==> src/rtl/dht_pkg.sv <==
// Shared types, codes and constants for the double hashing table unit.
`default_nettype none

package dht_pkg;

  localparam int KEY_W        = 31;
  localparam int MODE_W       = 2;
  localparam int STATUS_W     = 2;
  localparam int SLOT_OUT_W   = 4;
  localparam int TABLE_SIZE_DEF   = 16;
  localparam int STEP_MODULUS_DEF = 7;

  localparam logic [MODE_W-1:0] MODE_INSERT = 2'd0;
  localparam logic [MODE_W-1:0] MODE_SEARCH = 2'd1;
  localparam logic [MODE_W-1:0] MODE_DELETE = 2'd2;

  localparam logic [STATUS_W-1:0] ST_OK        = 2'd0;
  localparam logic [STATUS_W-1:0] ST_NOT_FOUND = 2'd1;
  localparam logic [STATUS_W-1:0] ST_FULL      = 2'd2;
  localparam logic [STATUS_W-1:0] ST_ZERO_KEY  = 2'd3;

  typedef struct packed {
    logic [MODE_W-1:0] mode;
    logic [KEY_W-1:0]  key;
  } dht_cmd_t;

  typedef struct packed {
    logic [STATUS_W-1:0]   status;
    logic [SLOT_OUT_W-1:0] slot_index;
  } dht_result_t;

  typedef struct packed {
    logic clear_en;
    logic load;
    logic hash_en;
    logic reduce_en;
    logic probe_en;
    logic finish;
  } dht_ctl_t;

  typedef struct packed {
    logic clear_last;
    logic skip;
    logic hash_last;
    logic reduce_last;
    logic probe_hit;
    logic probe_miss;
  } dht_sts_t;

endpackage

`default_nettype wire

==> src/rtl/double_hash_table_unit.sv <==
// Top level of the double hashing open-addressing table.
//
//   port group          direction  transfer
//   start/busy/cmd_i    in         start high while busy low
//   done_o/result_o     out        done_o high for one cycle, no back-pressure
//
// Zero key or unused mode: the check state finishes without hashing or probing.
// Otherwise: check, hash, step-reduce and probe states in turn; the probe walk reads
// at most TABLE_SIZE slots, one at a time, through the single read port of the slot memory.
// After reset the unit clears every slot of the slot memory, busy high.
// busy stays high from the transfer until the result cycle; the receiver cannot stall.
`default_nettype none

module double_hash_table_unit
  import dht_pkg::*;
#(
  parameter int TABLE_SIZE   = TABLE_SIZE_DEF,
  parameter int STEP_MODULUS = STEP_MODULUS_DEF
) (
  input  wire logic     clk_i,
  input  wire logic     rst_ni,
  input  wire logic     start,
  output logic          busy,
  input  wire dht_cmd_t cmd_i,
  output logic          done_o,
  output dht_result_t   result_o
);

  dht_ctl_t ctl;
  dht_sts_t sts;

  dht_ctrl u_ctrl (
    .clk_i   (clk_i),
    .rst_ni  (rst_ni),
    .start_i (start),
    .busy_o  (busy),
    .done_o  (done_o),
    .ctl_o   (ctl),
    .sts_i   (sts)
  );

  dht_datapath #(
    .TABLE_SIZE   (TABLE_SIZE),
    .STEP_MODULUS (STEP_MODULUS)
  ) u_datapath (
    .clk_i    (clk_i),
    .rst_ni   (rst_ni),
    .cmd_i    (cmd_i),
    .ctl_i    (ctl),
    .sts_o    (sts),
    .result_o (result_o)
  );

endmodule

`default_nettype wire

==> src/rtl/dht_ram.sv <==
// Generic single write port, single read port RAM with registered read data.
`default_nettype none

module dht_ram #(
  parameter int WIDTH = 8,
  parameter int DEPTH = 16
) (
  input  wire logic                     clk_i,
  input  wire logic                     we_i,
  input  wire logic [$clog2(DEPTH)-1:0] waddr_i,
  input  wire logic [WIDTH-1:0]         wdata_i,
  input  wire logic                     re_i,
  input  wire logic [$clog2(DEPTH)-1:0] raddr_i,
  output logic      [WIDTH-1:0]         rdata_o
);

  logic [WIDTH-1:0] mem_q [DEPTH];

  always_ff @(posedge clk_i) begin
    if (we_i) begin
      mem_q[waddr_i] <= wdata_i;
    end
    if (re_i) begin
      rdata_o <= mem_q[raddr_i];
    end
  end

endmodule

`default_nettype wire

==> src/rtl/dht_datapath.sv <==
// Datapath: hash remainders, step reduction, probe walk, slot memory and result register.
`default_nettype none

module dht_datapath
  import dht_pkg::*;
#(
  parameter int TABLE_SIZE   = TABLE_SIZE_DEF,
  parameter int STEP_MODULUS = STEP_MODULUS_DEF
) (
  input  wire logic        clk_i,
  input  wire logic        rst_ni,
  input  wire dht_cmd_t    cmd_i,
  input  wire dht_ctl_t    ctl_i,
  output dht_sts_t         sts_o,
  output dht_result_t      result_o
);

  localparam int IDX_W   = $clog2(TABLE_SIZE);
  localparam int MR_W    = $clog2(STEP_MODULUS);
  localparam int SW      = $clog2(STEP_MODULUS + 1);
  localparam int CNT_W   = $clog2(TABLE_SIZE + 1);
  localparam int EXT_W   = IDX_W + SLOT_OUT_W;
  localparam int PROD_W  = 2 * KEY_W + 1;
  localparam int SPROD_W = 2 * SW + 1;
  localparam int SH_T    = KEY_W + $clog2(TABLE_SIZE);
  localparam int SH_M    = KEY_W + $clog2(STEP_MODULUS);
  localparam int SH_S    = SW + $clog2(TABLE_SIZE);
  localparam logic [KEY_W:0] RCP_T =
    (KEY_W + 1)'((64'd1 << SH_T) / 64'(TABLE_SIZE) + 64'd1);
  localparam logic [KEY_W:0] RCP_M =
    (KEY_W + 1)'((64'd1 << SH_M) / 64'(STEP_MODULUS) + 64'd1);
  localparam logic [SW:0] RCP_S =
    (SW + 1)'((64'd1 << SH_S) / 64'(TABLE_SIZE) + 64'd1);
  localparam logic [IDX_W:0] T_EXT = (IDX_W + 1)'(TABLE_SIZE);

  logic [CNT_W-1:0]  cnt_q, cnt_d;
  logic              rd_valid_q;
  logic [IDX_W-1:0]  rd_pos_q;
  logic [MODE_W-1:0] mode_q;
  logic [KEY_W-1:0]  key_q;
  logic [KEY_W-1:0]  quo_t_q;
  logic [KEY_W-1:0]  quo_m_q;
  logic [SW-1:0]     step_q;
  logic [SW-1:0]     quo_s_q;
  logic [IDX_W-1:0]  step_rem_q;
  logic [IDX_W-1:0]  pos_q;
  dht_result_t       result_q;

  logic [PROD_W-1:0]  prod_t;
  logic [PROD_W-1:0]  prod_m;
  logic [SPROD_W-1:0] prod_s;
  logic [IDX_W-1:0]   rt;
  logic [MR_W-1:0]    rm;
  logic [IDX_W-1:0]   rs;
  logic [IDX_W:0]     ps;
  logic [SW-1:0]      step_new;
  logic               issue;
  logic               hit;
  logic [KEY_W-1:0]   target;
  logic [KEY_W-1:0]   rd_data;
  logic               mem_we;
  logic [IDX_W-1:0]   mem_waddr;
  logic [KEY_W-1:0]   mem_wdata;
  logic [EXT_W-1:0]   pos_ext;
  dht_result_t        result_d;

  assign prod_t = PROD_W'(key_q) * PROD_W'(RCP_T);
  assign prod_m = PROD_W'(key_q) * PROD_W'(RCP_M);
  assign prod_s = SPROD_W'(step_q) * SPROD_W'(RCP_S);

  assign rt = key_q[IDX_W-1:0] - quo_t_q[IDX_W-1:0] * IDX_W'(TABLE_SIZE);
  assign rm = key_q[MR_W-1:0] - quo_m_q[MR_W-1:0] * MR_W'(STEP_MODULUS);
  assign rs = IDX_W'(step_q) - IDX_W'(quo_s_q) * IDX_W'(TABLE_SIZE);

  assign step_new = SW'(STEP_MODULUS) - SW'(rm);

  always_comb begin
    ps = {1'b0, pos_q} + {1'b0, step_rem_q};
    if (ps >= T_EXT) begin
      ps = ps - T_EXT;
    end
  end

  assign issue  = ctl_i.probe_en && (cnt_q < CNT_W'(TABLE_SIZE));
  assign target = (mode_q == MODE_INSERT) ? '0 : key_q;
  assign hit    = rd_valid_q && (rd_data == target);

  assign sts_o.clear_last  = (cnt_q == CNT_W'(TABLE_SIZE - 1));
  assign sts_o.skip        = (key_q == '0) ||
                             ((mode_q != MODE_INSERT) && (mode_q != MODE_SEARCH) &&
                              (mode_q != MODE_DELETE));
  assign sts_o.hash_last   = (cnt_q == CNT_W'(1));
  assign sts_o.reduce_last = (cnt_q == CNT_W'(1));
  assign sts_o.probe_hit   = hit;
  assign sts_o.probe_miss  = (cnt_q == CNT_W'(TABLE_SIZE));

  always_comb begin
    cnt_d = cnt_q;
    if (ctl_i.load) begin
      cnt_d = '0;
    end else if (ctl_i.clear_en || ctl_i.hash_en || ctl_i.reduce_en) begin
      if ((ctl_i.hash_en && sts_o.hash_last) || (ctl_i.reduce_en && sts_o.reduce_last)) begin
        cnt_d = '0;
      end else begin
        cnt_d = cnt_q + 1'b1;
      end
    end else if (issue) begin
      cnt_d = cnt_q + 1'b1;
    end
  end

  always_ff @(posedge clk_i or negedge rst_ni) begin
    if (!rst_ni) begin
      cnt_q      <= '0;
      rd_valid_q <= 1'b0;
    end else begin
      cnt_q      <= cnt_d;
      rd_valid_q <= issue;
    end
  end

  always_ff @(posedge clk_i) begin
    if (ctl_i.load) begin
      mode_q <= cmd_i.mode;
      key_q  <= cmd_i.key;
    end else if (ctl_i.hash_en) begin
      if (sts_o.hash_last) begin
        pos_q  <= rt;
        step_q <= step_new;
      end else begin
        quo_t_q <= KEY_W'(prod_t >> SH_T);
        quo_m_q <= KEY_W'(prod_m >> SH_M);
      end
    end else if (ctl_i.reduce_en) begin
      if (sts_o.reduce_last) begin
        step_rem_q <= rs;
      end else begin
        quo_s_q <= SW'(prod_s >> SH_S);
      end
    end else if (issue) begin
      pos_q    <= ps[IDX_W-1:0];
      rd_pos_q <= pos_q;
    end
    if (ctl_i.finish) begin
      result_q <= result_d;
    end
  end

  assign pos_ext = EXT_W'(rd_pos_q);

  always_comb begin
    result_d.slot_index = '0;
    if (key_q == '0) begin
      result_d.status = ST_ZERO_KEY;
    end else if (hit) begin
      result_d.status     = ST_OK;
      result_d.slot_index = pos_ext[SLOT_OUT_W-1:0];
    end else if (mode_q == MODE_INSERT) begin
      result_d.status = ST_FULL;
    end else begin
      result_d.status = ST_NOT_FOUND;
    end
  end

  always_comb begin
    mem_we    = 1'b0;
    mem_waddr = rd_pos_q;
    mem_wdata = '0;
    if (ctl_i.clear_en) begin
      mem_we    = 1'b1;
      mem_waddr = cnt_q[IDX_W-1:0];
    end else if (ctl_i.finish && hit &&
                 ((mode_q == MODE_INSERT) || (mode_q == MODE_DELETE))) begin
      mem_we    = 1'b1;
      mem_wdata = (mode_q == MODE_INSERT) ? key_q : '0;
    end
  end

  dht_ram #(
    .WIDTH (KEY_W),
    .DEPTH (TABLE_SIZE)
  ) u_ram (
    .clk_i   (clk_i),
    .we_i    (mem_we),
    .waddr_i (mem_waddr),
    .wdata_i (mem_wdata),
    .re_i    (issue),
    .raddr_i (pos_q),
    .rdata_o (rd_data)
  );

  assign result_o = result_q;

endmodule

`default_nettype wire

==> src/rtl/dht_ctrl.sv <==
// Controller state machine: clear pass, hashing, step reduction, probing and completion.
`default_nettype none

module dht_ctrl
  import dht_pkg::*;
(
  input  wire logic     clk_i,
  input  wire logic     rst_ni,
  input  wire logic     start_i,
  output logic          busy_o,
  output logic          done_o,
  output dht_ctl_t      ctl_o,
  input  wire dht_sts_t sts_i
);

  typedef enum logic [2:0] {
    S_CLEAR,
    S_IDLE,
    S_CHECK,
    S_HASH,
    S_REDUCE,
    S_PROBE
  } state_e;

  state_e state_q, state_d;
  logic   done_q;

  assign busy_o = (state_q != S_IDLE);
  assign done_o = done_q;

  always_comb begin
    ctl_o   = '0;
    state_d = state_q;
    unique case (state_q)
      S_CLEAR: begin
        ctl_o.clear_en = 1'b1;
        if (sts_i.clear_last) begin
          state_d = S_IDLE;
        end
      end
      S_IDLE: begin
        if (start_i) begin
          ctl_o.load = 1'b1;
          state_d    = S_CHECK;
        end
      end
      S_CHECK: begin
        if (sts_i.skip) begin
          ctl_o.finish = 1'b1;
          state_d      = S_IDLE;
        end else begin
          state_d = S_HASH;
        end
      end
      S_HASH: begin
        ctl_o.hash_en = 1'b1;
        if (sts_i.hash_last) begin
          state_d = S_REDUCE;
        end
      end
      S_REDUCE: begin
        ctl_o.reduce_en = 1'b1;
        if (sts_i.reduce_last) begin
          state_d = S_PROBE;
        end
      end
      S_PROBE: begin
        ctl_o.probe_en = 1'b1;
        if (sts_i.probe_hit || sts_i.probe_miss) begin
          ctl_o.finish = 1'b1;
          state_d      = S_IDLE;
        end
      end
      default: begin
        state_d = S_IDLE;
      end
    endcase
  end

  always_ff @(posedge clk_i or negedge rst_ni) begin
    if (!rst_ni) begin
      state_q <= S_CLEAR;
      done_q  <= 1'b0;
    end else begin
      state_q <= state_d;
      done_q  <= ctl_o.finish;
    end
  end

endmodule

`default_nettype wire

==> config.mk <==
export PLATFORM = sky130hd
export DESIGN_NAME = double_hash_table_unit
export DESIGN_NICKNAME = d
export VERILOG_FILES = /design/src/rtl/dht_pkg.sv /design/src/rtl/double_hash_table_unit.sv /design/src/rtl/dht_ram.sv /design/src/rtl/dht_datapath.sv /design/src/rtl/dht_ctrl.sv
export SDC_FILE = /design/constraint.sdc
export NUM_CORES = 1
export LEC_CHECK = 0
export BUFFER_PORTS_ARGS = -buffer_cell sky130_fd_sc_hd__buf_2
export CAP_MARGIN = 20
export CORE_ASPECT_RATIO = 1.75
export CORE_UTILIZATION = 45
export DETAILED_ROUTE_END_ITERATION = 10
export GPL_TIMING_DRIVEN = 0
export REMOVE_ABC_BUFFERS = 1
export SLEW_MARGIN = 20
export SYNTH_ARGS = -nofsm -noshare
export SYNTH_HDL_FRONTEND = slang
export SYNTH_SLANG_ARGS = --single-unit
export TNS_END_PERCENT = 5
==> constraint.sdc <==
create_clock -name clk_i -period 8.1 [get_ports clk_i]
set_clock_uncertainty 0.2 [all_clocks]
set_input_delay 0.405 -clock clk_i [delete_from_list [all_inputs] [get_ports clk_i]]
set_output_delay 0.405 -clock clk_i [all_outputs]
set_load 0.005 [all_outputs]
# [Yosys cells after proc, flatten, opt, wreduce, memory -nomap -nowiden]
# Memories as Yosys holds them, arrays and structs flattened. A register that Yosys moved wholly into a read port is not among the register bits.
# Cells that the tools add are included.
[totals] mem_bits_rw=496 register_bits=66 out_inout_bits=8 mem_count=1 elab_cells=111 input_bits=36
[classes] magnitude_cmp=2 bitwise=5 n_mux=36 reduce_logical=27 n_eq_ne=20 n_addsub=5 n_mul=2
[mem_list] memory="u_datapath.u_ram.mem_q" depth=16 width=31 rd=1 rd_ports_with_merged_regs=1 write_ports=1 line="dht_ram.sv:17" source="logic [WIDTH-1:0] mem_q [DEPTH];"
[op_table] cell="two-way mux 31 bit" count=4
[op_table] cell="multiplier 31 x 32 -> 37 bit (second input constant)" count=1
[op_table] cell="== test 31 bit" count=1
[op_table] cell="logical NOT 31 bit" count=1
[op_table] cell="two-way mux 4 bit" count=6
[op_table] cell="two-way mux 5 bit" count=4
[op_table] cell="one-hot mux 3 bit (6 select lines)" count=1
[op_table] cell="two-way mux 3 bit" count=5
[op_table] cell="two-way mux 1 bit" count=12
[op_table] cell="AND reduction 4 bit" count=3
[op_table] cell="inequality test 2 x 1 -> 1 bit (second input constant)" count=5
[op_table] cell="logical AND 1 bit" count=8
[op_table] cell="inequality test 2 bit (second input constant)" count=4
[op_table] cell="== test 3 x 2 -> 1 bit (second input constant)" count=2
[op_table] cell="== test 3 bit (second input constant)" count=2
[op_table] cell="logical OR 1 bit" count=6
[op_table] cell="two-way mux 2 bit" count=3
[op_table] cell="AND reduction 3 bit" count=2
[op_table] cell="adder 4 x 3 -> 5 bit" count=1
[op_table] cell="adder 5 x 1 -> 5 bit (second input constant)" count=1
[op_table] cell="== test 5 x 1 -> 1 bit (second input constant)" count=1
[op_table] cell="== test 5 x 4 -> 1 bit (second input constant)" count=1
[op_table] cell="== test 5 bit (second input constant)" count=1
[op_table] cell="greater-or-equal comparator 5 bit (second input constant)" count=1
[op_table] cell="16 further kinds" count=21

# [Longest topological paths before layout]
# Gate-level depths: netlist of run 1.
[logic_depth] depth_word=13 ltp_mapped=23 ltp_nobuf=23

# [Hierarchy]
# A second synthesis of run 1 with hierarchy kept.
[hier_totals] hier_cells=1775 area_unflattened_um2=29768.6
[by_module_without_submodules] mod="dht_ram" area_per_inst_um2=19558.8 n_inst=1 seq_area_each_um2=15825.2 cells_each=812
[by_module_without_submodules] mod="dht_datapath" area_per_inst_um2=9955.8 n_inst=1 seq_area_each_um2=1831.8 cells_each=935
[by_module_without_submodules] mod="dht_ctrl" area_per_inst_um2=254.0 n_inst=1 seq_area_each_um2=100.1 cells_each=28

# [Least setup slack after synthesis of run 1]
# No wires, ideal clock.
[synth_path] path_type="register -> register" startpoint="register u_datapath.key_q[29]" endpoint="register u_datapath.quo_m_q[2] (data pin)" path_buffers=0 setup_slack_ns=2.202 setup_ns=0.260 path_stages_with_launch=23 arrival_ns=5.438 synth_period_minus_slack_ns=5.898 required_time_ns=7.640 path_cell_list="edfxtp_1 > inv_1 > ha_1 > fa_1 > inv_1 > fa_1 > inv_1 > fa_1 > inv_1 > fa_1 > fa_1 > inv_1 > fa_1 > inv_1 > ha_1 > ha_1 > o21ai_0 > o21ai_0 > a21oi_1 > nand3_1 > a2111oi_0 > nor3_1 > xnor2_1"
[synth_between] elab_chain_cells=1
[synth_lines] item="from (decl)" line="dht_datapath.sv:40" source="logic [KEY_W-1:0] key_q;"
[synth_lines] item="from (signal assigned)" line="dht_datapath.sv:125" source="key_q <= cmd_i.key;"
[synth_lines] item="multiplier 31 x 32 -> 37 bit" line="dht_datapath.sv:68" source="assign prod_m = PROD_W'(key_q) * PROD_W'(RCP_M);"
[synth_lines] item="net u_datapath.prod_m[36]" line="dht_datapath.sv:50" source="logic [PROD_W-1:0] prod_m;"
[synth_lines] item="to (signal assigned)" line="dht_datapath.sv:132" source="quo_m_q <= KEY_W'(prod_m >> SH_M);"
[synth_lines] item="to (decl)" line="dht_datapath.sv:42" source="logic [KEY_W-1:0] quo_m_q;"
# The timed path passes the listed nets, and every way through them passes these cells.
# A chain may end at the register's enable or synchronous reset.

# [Worst setup path after layout of run 1]
[layout_path] startpoint="register u_datapath.key_q[29]" endpoint="register u_datapath.quo_m_q[1] (data pin)"
# The elaborated chain is that of the path after synthesis.

==> impl_metrics.csv, run 1 <==
group,metric,value,unit
status,run_status,"finished clean",
sta,whs,0.04402,ns
clock_network,cts_num_sinks,593,
critical_path,timing.critical_path.required,8.25,ns
clock_network,htreeDepth,2,
synth,synth-main-ff-cell,"edfxtp_1",
grt,grt.met2_usage,0.4401,
critical_path,cp_data_arrival_time,7.80,ns
detailed_routing,drt_iter0_drc,1079,
critical_path,chain_of_cells_forming_the_critical_path,"inv_1 > ha_1 > fa_1 > inv_1 > fa_1 > inv_1 > fa_1 > inv_1 > fa_1 > fa_1 > fa_1 > fa_1 > ha_1 > nand4_1 > nor2_1 > o21ai_0 > nor4_1 > a21oi_1 > o21bai_1 > xor2_1",
grt,grt.met1_usage,0.2534,
synth,synth_async_sr_flop_share,0.01686,
synth,unique_masters_post_synth,59,
critical_path,critPathKind,"reg -> reg",
synth,ys_seq_elements,593,
detailed_routing,dr.pass1.iters,5,
placement,place_congestion,0.8674,
sta,final.min_clock_period,7.645,ns
detailed_routing,postRouteAntennaNets,0,
grt,via_count_of_the_first_global_routing_pass,16900,
detailed_routing,via_total_after_detailed_routing,15440,
sta,drv_slew,0,
final_layout,nets,2235,
flow_run,maxCapViolCount,0,
grt,grt_use_met3,0.02116,
critical_path,r2r_slack,0.46,ns
detailed_routing,routed_wirelength,73050,um
die,io-pin-count,44,
synth,syn_area,0.02971,mm^2
placement,dp_hpwl,52970,um
critical_path,cp_num_buf_inv,4,
sta,setup_total_negative_slack,0,ns
die,floorplan.initialDensity,0.4548,
sta,slew_headroom,0.2795,
sta,rsz0062_at_grt,"no",
clock_network,max-clock-path-buffers,3,
critical_path,cp_common_cell,"fa_1",
critical_path,sort_of_element_at_the_start_of_the_critical_path,"register",
synth,synth_top_cell_area_share,0.5893,
clock_network,cts_tree,"yes",
grt,global_route.overflow_total,0,
final_layout,layout_commonest_cell,"edfxtp_1",
die,die_h,341.9,um
critical_path,cp_top_family,"adder cells",
worst_hold_path,timing.hold.worst.class,"in -> async",
critical_path,crit_path_max_delay_cell_type,"edfxtp_1",
grt,grt_pass1_wl,108500,um
placement,port_buffers,43,
critical_path,ff2ff_path_depth,20,
sta,max_slew.worst_pin.slew,1.076,ns
grt,aggregate_global_route_resource_usage,0.2270,
die,num_rows,124,
final_layout,diodes,0,
die,dieArea,0.06708,mm^2
sta,report.final.setup_viol,0,
grt,grt.busiest_layer,"met2",
final_layout,final_layout_size_suffix_gt1_frac,0.1955,
critical_path,setup.worst_path.end_class,"register",
synth,number_of_enable_type_register_cells_in_the_synthesized_netlist,583,
grt,grt_max_degree,32,
die,design.core.area,0.06532,mm^2
clock_network,insertion_delay,0.62,ns
critical_path,regToRegStartpoint,"u_datapath.key_q[29]",
synth,cell_type_with_the_highest_aggregate_area_in_the_netlist,"edfxtp_1",
sta,layout_worst_path_cycle_share,0.9438,
critical_path,cpPeakStageDelay,0.76,ns
synth,synthesis.instances,1706,
clock_network,post_cts_resize_count,0,
grt,antenna_found_initial,3,
sta,timing.fmax,0.1308,GHz
detailed_routing,drt-vias-per-instance,5.563,
final_layout,final_standard_cell_count_with_taps_included_and_fillers_excluded,2775,
final_layout,layout_area_growth_over_synthesis,15.50,%
placement,dp.cells,2651,
critical_path,crit-reg2reg-capture,"u_datapath.quo_m_q[1]",
clock_network,tritoncts_buffer_count,51,
clock_network,clk_transition_reported_paths,0.07,ns
detailed_routing,detail_route.wl_per_cell,26.32,um
critical_path,worst_setup_path_startpoint,"u_datapath.key_q[29]",
synth,synth_sequential_area_ratio,0.5978,
critical_path,critical_path_peak_fanout,8,
synth,avgSynthCellArea,17.41,um^2
die,width_of_the_chip,196.2,um
final_layout,layout_common_cells,"edfxtp_1 (583), inv_1 (264), ha_1 (202), mux4_2 (155), fa_1 (141)",
sta,final-hold-violation-count,0,
synth,synth_area_leaders,"edfxtp_1 (59%), mux4_2 (12%), fa_1 (9.5%), ha_1 (8.5%), inv_1 (3.3%)",
final_layout,final.fill_count,5197,
synth,yosys_warnings,0,
detailed_routing,remaining_drc_errors,0,
clock_network,cts_root_buffer,"clkbuf_16",
state kept, by name, indices dropped and copies added, names as in the netlist:
name,cells
u_datapath.u_ram.mem_q,496
u_datapath.result_o,6
u_datapath.cnt_q,5
u_datapath.quo_m_q,3
u_datapath.rd_pos_q,4
u_datapath.key_q,31
u_datapath.mode_q,2
u_datapath.step_rem_q,3
u_datapath.pos_q,4
u_ctrl.done_o,1
u_datapath.rd_valid_q,1
u_ctrl.state_q,3
u_datapath.u_ram.rdata_o,31
u_datapath.step_q,3
cells in the mapped netlist (9+ instances only):
cell type and instances:
a21oi_1 21, a31oi_1 12, and2_1 32, and3_1 9, buf_1 14, clkbuf_1 28
dfrtp_1 10, edfxtp_1 583, fa_1 141, ha_1 202, inv_1 264, mux4_2 155
nand2_1 19, nand2b_1 9, nand3_1 9, nor2_1 39, nor3_1 12, o21ai_0 24
xnor2_1 23
per-stage QoR:
stage / utilization / cell area (um^2) / setup WS, ns
global route: 0.5253 / 34310 / 0.3565
detailed placement: 0.4957 / 32370 / 0.3972
global placement: 0.4719 / 30820 / -0.8562
finish: 0.5253 / 34310 / 0.4552
CTS: 0.5253 / 34310 / 0.4095
floorplan: - / 29500 / 1.550
per-layer routing:
metal  wire length (um)  share of wire
met1              26470           0.36
met2              41180           0.56
met3               2641          0.036
met4               2758          0.038
met5                  0              0
final cells by class:
cell class | count | area [um^2] | share of cell area
Sequential cell | 593 | 17760 | 0.5175
Multi-Input combinational cell | 802 | 10890 | 0.3173
Timing Repair Buffer | 144 | 1978 | 0.05765
Clock buffer | 62 | 1359 | 0.03960
Tap cell | 882 | 1104 | 0.03216
Inverter | 264 | 991.0 | 0.02888
Clock inverter | 28 | 236.5 | 0.006892
logic make-up (layout without fill, tap and decap cells):
group	after synthesis	in the layout	synth area share
multiplexers	156	156	0.1179
flip-flops	593	593	0.5978
XOR/XNOR	27	27	0.007960
AND/OR/NAND/NOR	178	178	0.03386
AO/OA/AOI/OAI	98	98	0.02220
adder cells (fa/ha/maj)	343	343	0.1801
buffers and inverters	311	498	0.04022
worst max path at each step:
stage	to	cells after the start	slack, ns
after floorplan	u_datapath.pos_q[2]	6	1.55
after global placement	u_datapath.u_ram.rdata_o[11]	2	-0.86
after detailed placement	u_datapath.quo_m_q[1]	22	0.40
after CTS	u_datapath.quo_m_q[1]	22	0.41
after global routing	u_datapath.quo_m_q[1]	22	0.36
final	u_datapath.quo_m_q[1]	20	0.46
repair_timing:
action,4_1_cts,5_1_grt
endpoints found under the setup margin,0,0
hold endpoints to repair,43,0
setup buffers,0,0
hold buffers,34,0
Power of run 1 is not shown: default switching activity piles up to over one toggle a cycle in this logic, so the estimate is an artifact.
==> inputs of run 2 (changes only) <==
CORE_UTILIZATION = 40   (was 45)
clock period = 8.9 ns   (was 8.1 ns; I/O delays follow)
==> impl_metrics.csv, run 2 (same netlist as run 1, synthesis figures left out) <==
group,metric,value,unit
status,run_status,"finished clean",
placement,dp_hpwl,52750,um
die,design.core.area,0.07327,mm^2
final_layout,final_layout_size_suffix_gt1_frac,0.1974,
critical_path,regToRegStartpoint,"u_datapath.key_q[29]",
die,io-pin-count,44,
sta,report.final.setup_viol,0,
clock_network,hold_buffers,34,
final_layout,layout_common_cells,"edfxtp_1 (583), inv_1 (264), ha_1 (202), mux4_2 (155), fa_1 (141)",
final_layout,nets,2233,
sta,final.min_clock_period,7.396,ns
clock_network,cts_tree,"yes",
detailed_routing,detail_route.wl_per_cell,26.13,um
die,floorplan.initialDensity,0.4055,
critical_path,cp_data_arrival_time,7.55,ns
critical_path,timing.critical_path.required,9.05,ns
sta,layout_worst_path_cycle_share,0.8310,
grt,global_route.overflow_total,0,
sta,drv_slew,0,
clock_network,post_cts_resize_count,0,
clock_network,post_cts_buffers,0,
clock_network,clk_transition_reported_paths,0.07,ns
die,width_of_the_chip,208,um
final_layout,largestRegisters,"u_datapath.u_ram.mem_q x496, u_datapath.key_q x31, u_datapath.u_ram.rdata_o x31",
detailed_routing,drt_iter0_drc,1224,
final_layout,final_core_util,0.4695,
sta,slew_headroom,0.2968,
die,die_h,362.5,um
grt,grt_pass1_wl,109500,um
critical_path,setup.worst_path.end_class,"register",
critical_path,critical_path_peak_fanout,8,
sta,rsz0062_at_grt,"no",
grt,via_count_of_the_first_global_routing_pass,16750,
placement,place_congestion,0.8585,
critical_path,worst_setup_path_startpoint,"u_datapath.key_q[29]",
clock_network,max-clock-path-buffers,3,
grt,grt_max_degree,32,
clock_network,htreeDepth,2,
clock_network,cts_num_sinks,593,
grt,aggregate_global_route_resource_usage,0.2011,
final_layout,largest_register_ffs,496,
worst_hold_path,timing.hold.worst.class,"in -> async",
grt,antenna_found_initial,4,
critical_path,crit_path_max_delay_cell_type,"edfxtp_1",
final_layout,layout_area_growth_over_synthesis,15.81,%
detailed_routing,postRouteAntennaNets,0,
critical_path,sort_of_element_at_the_start_of_the_critical_path,"register",
final_layout,layout_commonest_cell,"edfxtp_1",
detailed_routing,remaining_drc_errors,0,
critical_path,critPathKind,"reg -> reg",
final_layout,max_flop_register,"u_datapath.u_ram.mem_q",
die,dieArea,0.07540,mm^2
detailed_routing,routed_wirelength,73860,um
detailed_routing,drt-vias-per-instance,5.439,
final_layout,final.fill_count,6131,
critical_path,cpPeakStageDelay,0.75,ns
clock_network,tritoncts_buffer_count,50,
sta,post-route-worst-setup-slack,1.504,ns
placement,place_ws,1.320,ns
sta,final-hold-violation-count,0,
sta,timing.fmax,0.1352,GHz
critical_path,chain_of_cells_forming_the_critical_path,"inv_1 > ha_1 > fa_1 > inv_1 > fa_1 > inv_1 > fa_1 > inv_1 > fa_1 > fa_1 > inv_1 > fa_1 > inv_1 > ha_1 > ha_1 > nand4_1 > nor2_1 > o21ai_0 > nor4_1 > a21oi_1 > o21bai_1 > xor2_1",
sta,max_slew.worst_pin.slew,1.050,ns
placement,port_buffers,43,
die,num_rows,131,
clock_network,cts_root_buffer,"clkbuf_16",
clock_network,insertion_delay,0.62,ns
detailed_routing,via_total_after_detailed_routing,15380,
sta,setup_total_negative_slack,0,ns
detailed_routing,dr.pass1.iters,5,
flow_run,maxCapViolCount,0,
==> run 2: cell types whose count changed in the layout (fill, tap and decap cells not counted), moves of 2 or more <==
| cell | before | now |
|---|---|---|
| buf_16 | 29 | 18 |
| buf_12 | 13 | 20 |
| clkbuf_1 | 8 | 2 |
| bufinv_16 | 3 | 8 |
| buf_8 | 22 | 26 |
| clkinv_1 | 9 | 13 |
| clkinv_4 | 0 | 3 |
| inv_6 | 3 | 0 |
| clkbuf_16 | 52 | 50 |
| clkbuf_8 | 2 | 0 |
| clkinv_16 | 0 | 2 |
==> run 2: stage by stage <==
stage / hold WS [ns] / std cells / instance area (um^2)
floorplan: -0.05059 / 1659 / 29500
global placement: 0.1559 / 2633 / 30880
detailed placement: 0.1689 / 2699 / 32320
CTS: 0.04613 / 2826 / 34400
global route: 0.07348 / 2826 / 34400
finish: 0.05025 / 2827 / 34400
==> run 2: final cells by class <==
cell class              instances  area (um^2)  share of cell area
flip-flops and latches        593        17760              0.5162
multi-input cells             802        10890              0.3164
repair buffers                143         1864             0.05419
clock buffers                  52         1259             0.03659
well taps                     931         1165             0.03386
inverters                     264        991.0             0.02881
clock inverters                41        478.0             0.01389
diodes                          1        2.502          0.00007274
==> run 2: path summary, 6_finish.rpt <==
check                      slack [ns]  depth (start not counted)                        to
max in group asynchronous        8.19                          2     u_datapath.rd_valid_q
min reg2reg                      0.24                          0  u_datapath.step_rem_q[1]
min                              0.05                          2       u_datapath.cnt_q[2]
min in group clk_i               0.14                          5         u_ctrl.state_q[1]
max reg2reg                      1.50                         22     u_datapath.quo_m_q[1]
max                              1.50                         22     u_datapath.quo_m_q[1]
==> run 2: critical path: cells and delay by family (launching register included) <==
| family | cells | cell delay [ns] |
|---|---|---|
| AO/OA/AOI/OAI | 3 | 0.67 |
| XOR/XNOR | 1 | 0.50 |
| adder cells (fa/ha/maj) | 9 | 3.81 |
| buffers and inverters | 6 | 0.39 |
| flip-flops | 1 | 0.75 |
| AND/OR/NAND/NOR | 3 | 0.82 |
==> run 2: routing by layer <==
layer  track usage  share of wire  vias up
li1              -              -     6672
met1        0.2340           0.37     8121
met2        0.3765           0.55      430
met3       0.01911          0.041      154
met4       0.08322          0.041        0
met5             0              0        -
Power of run 2 is left out for the same reason.
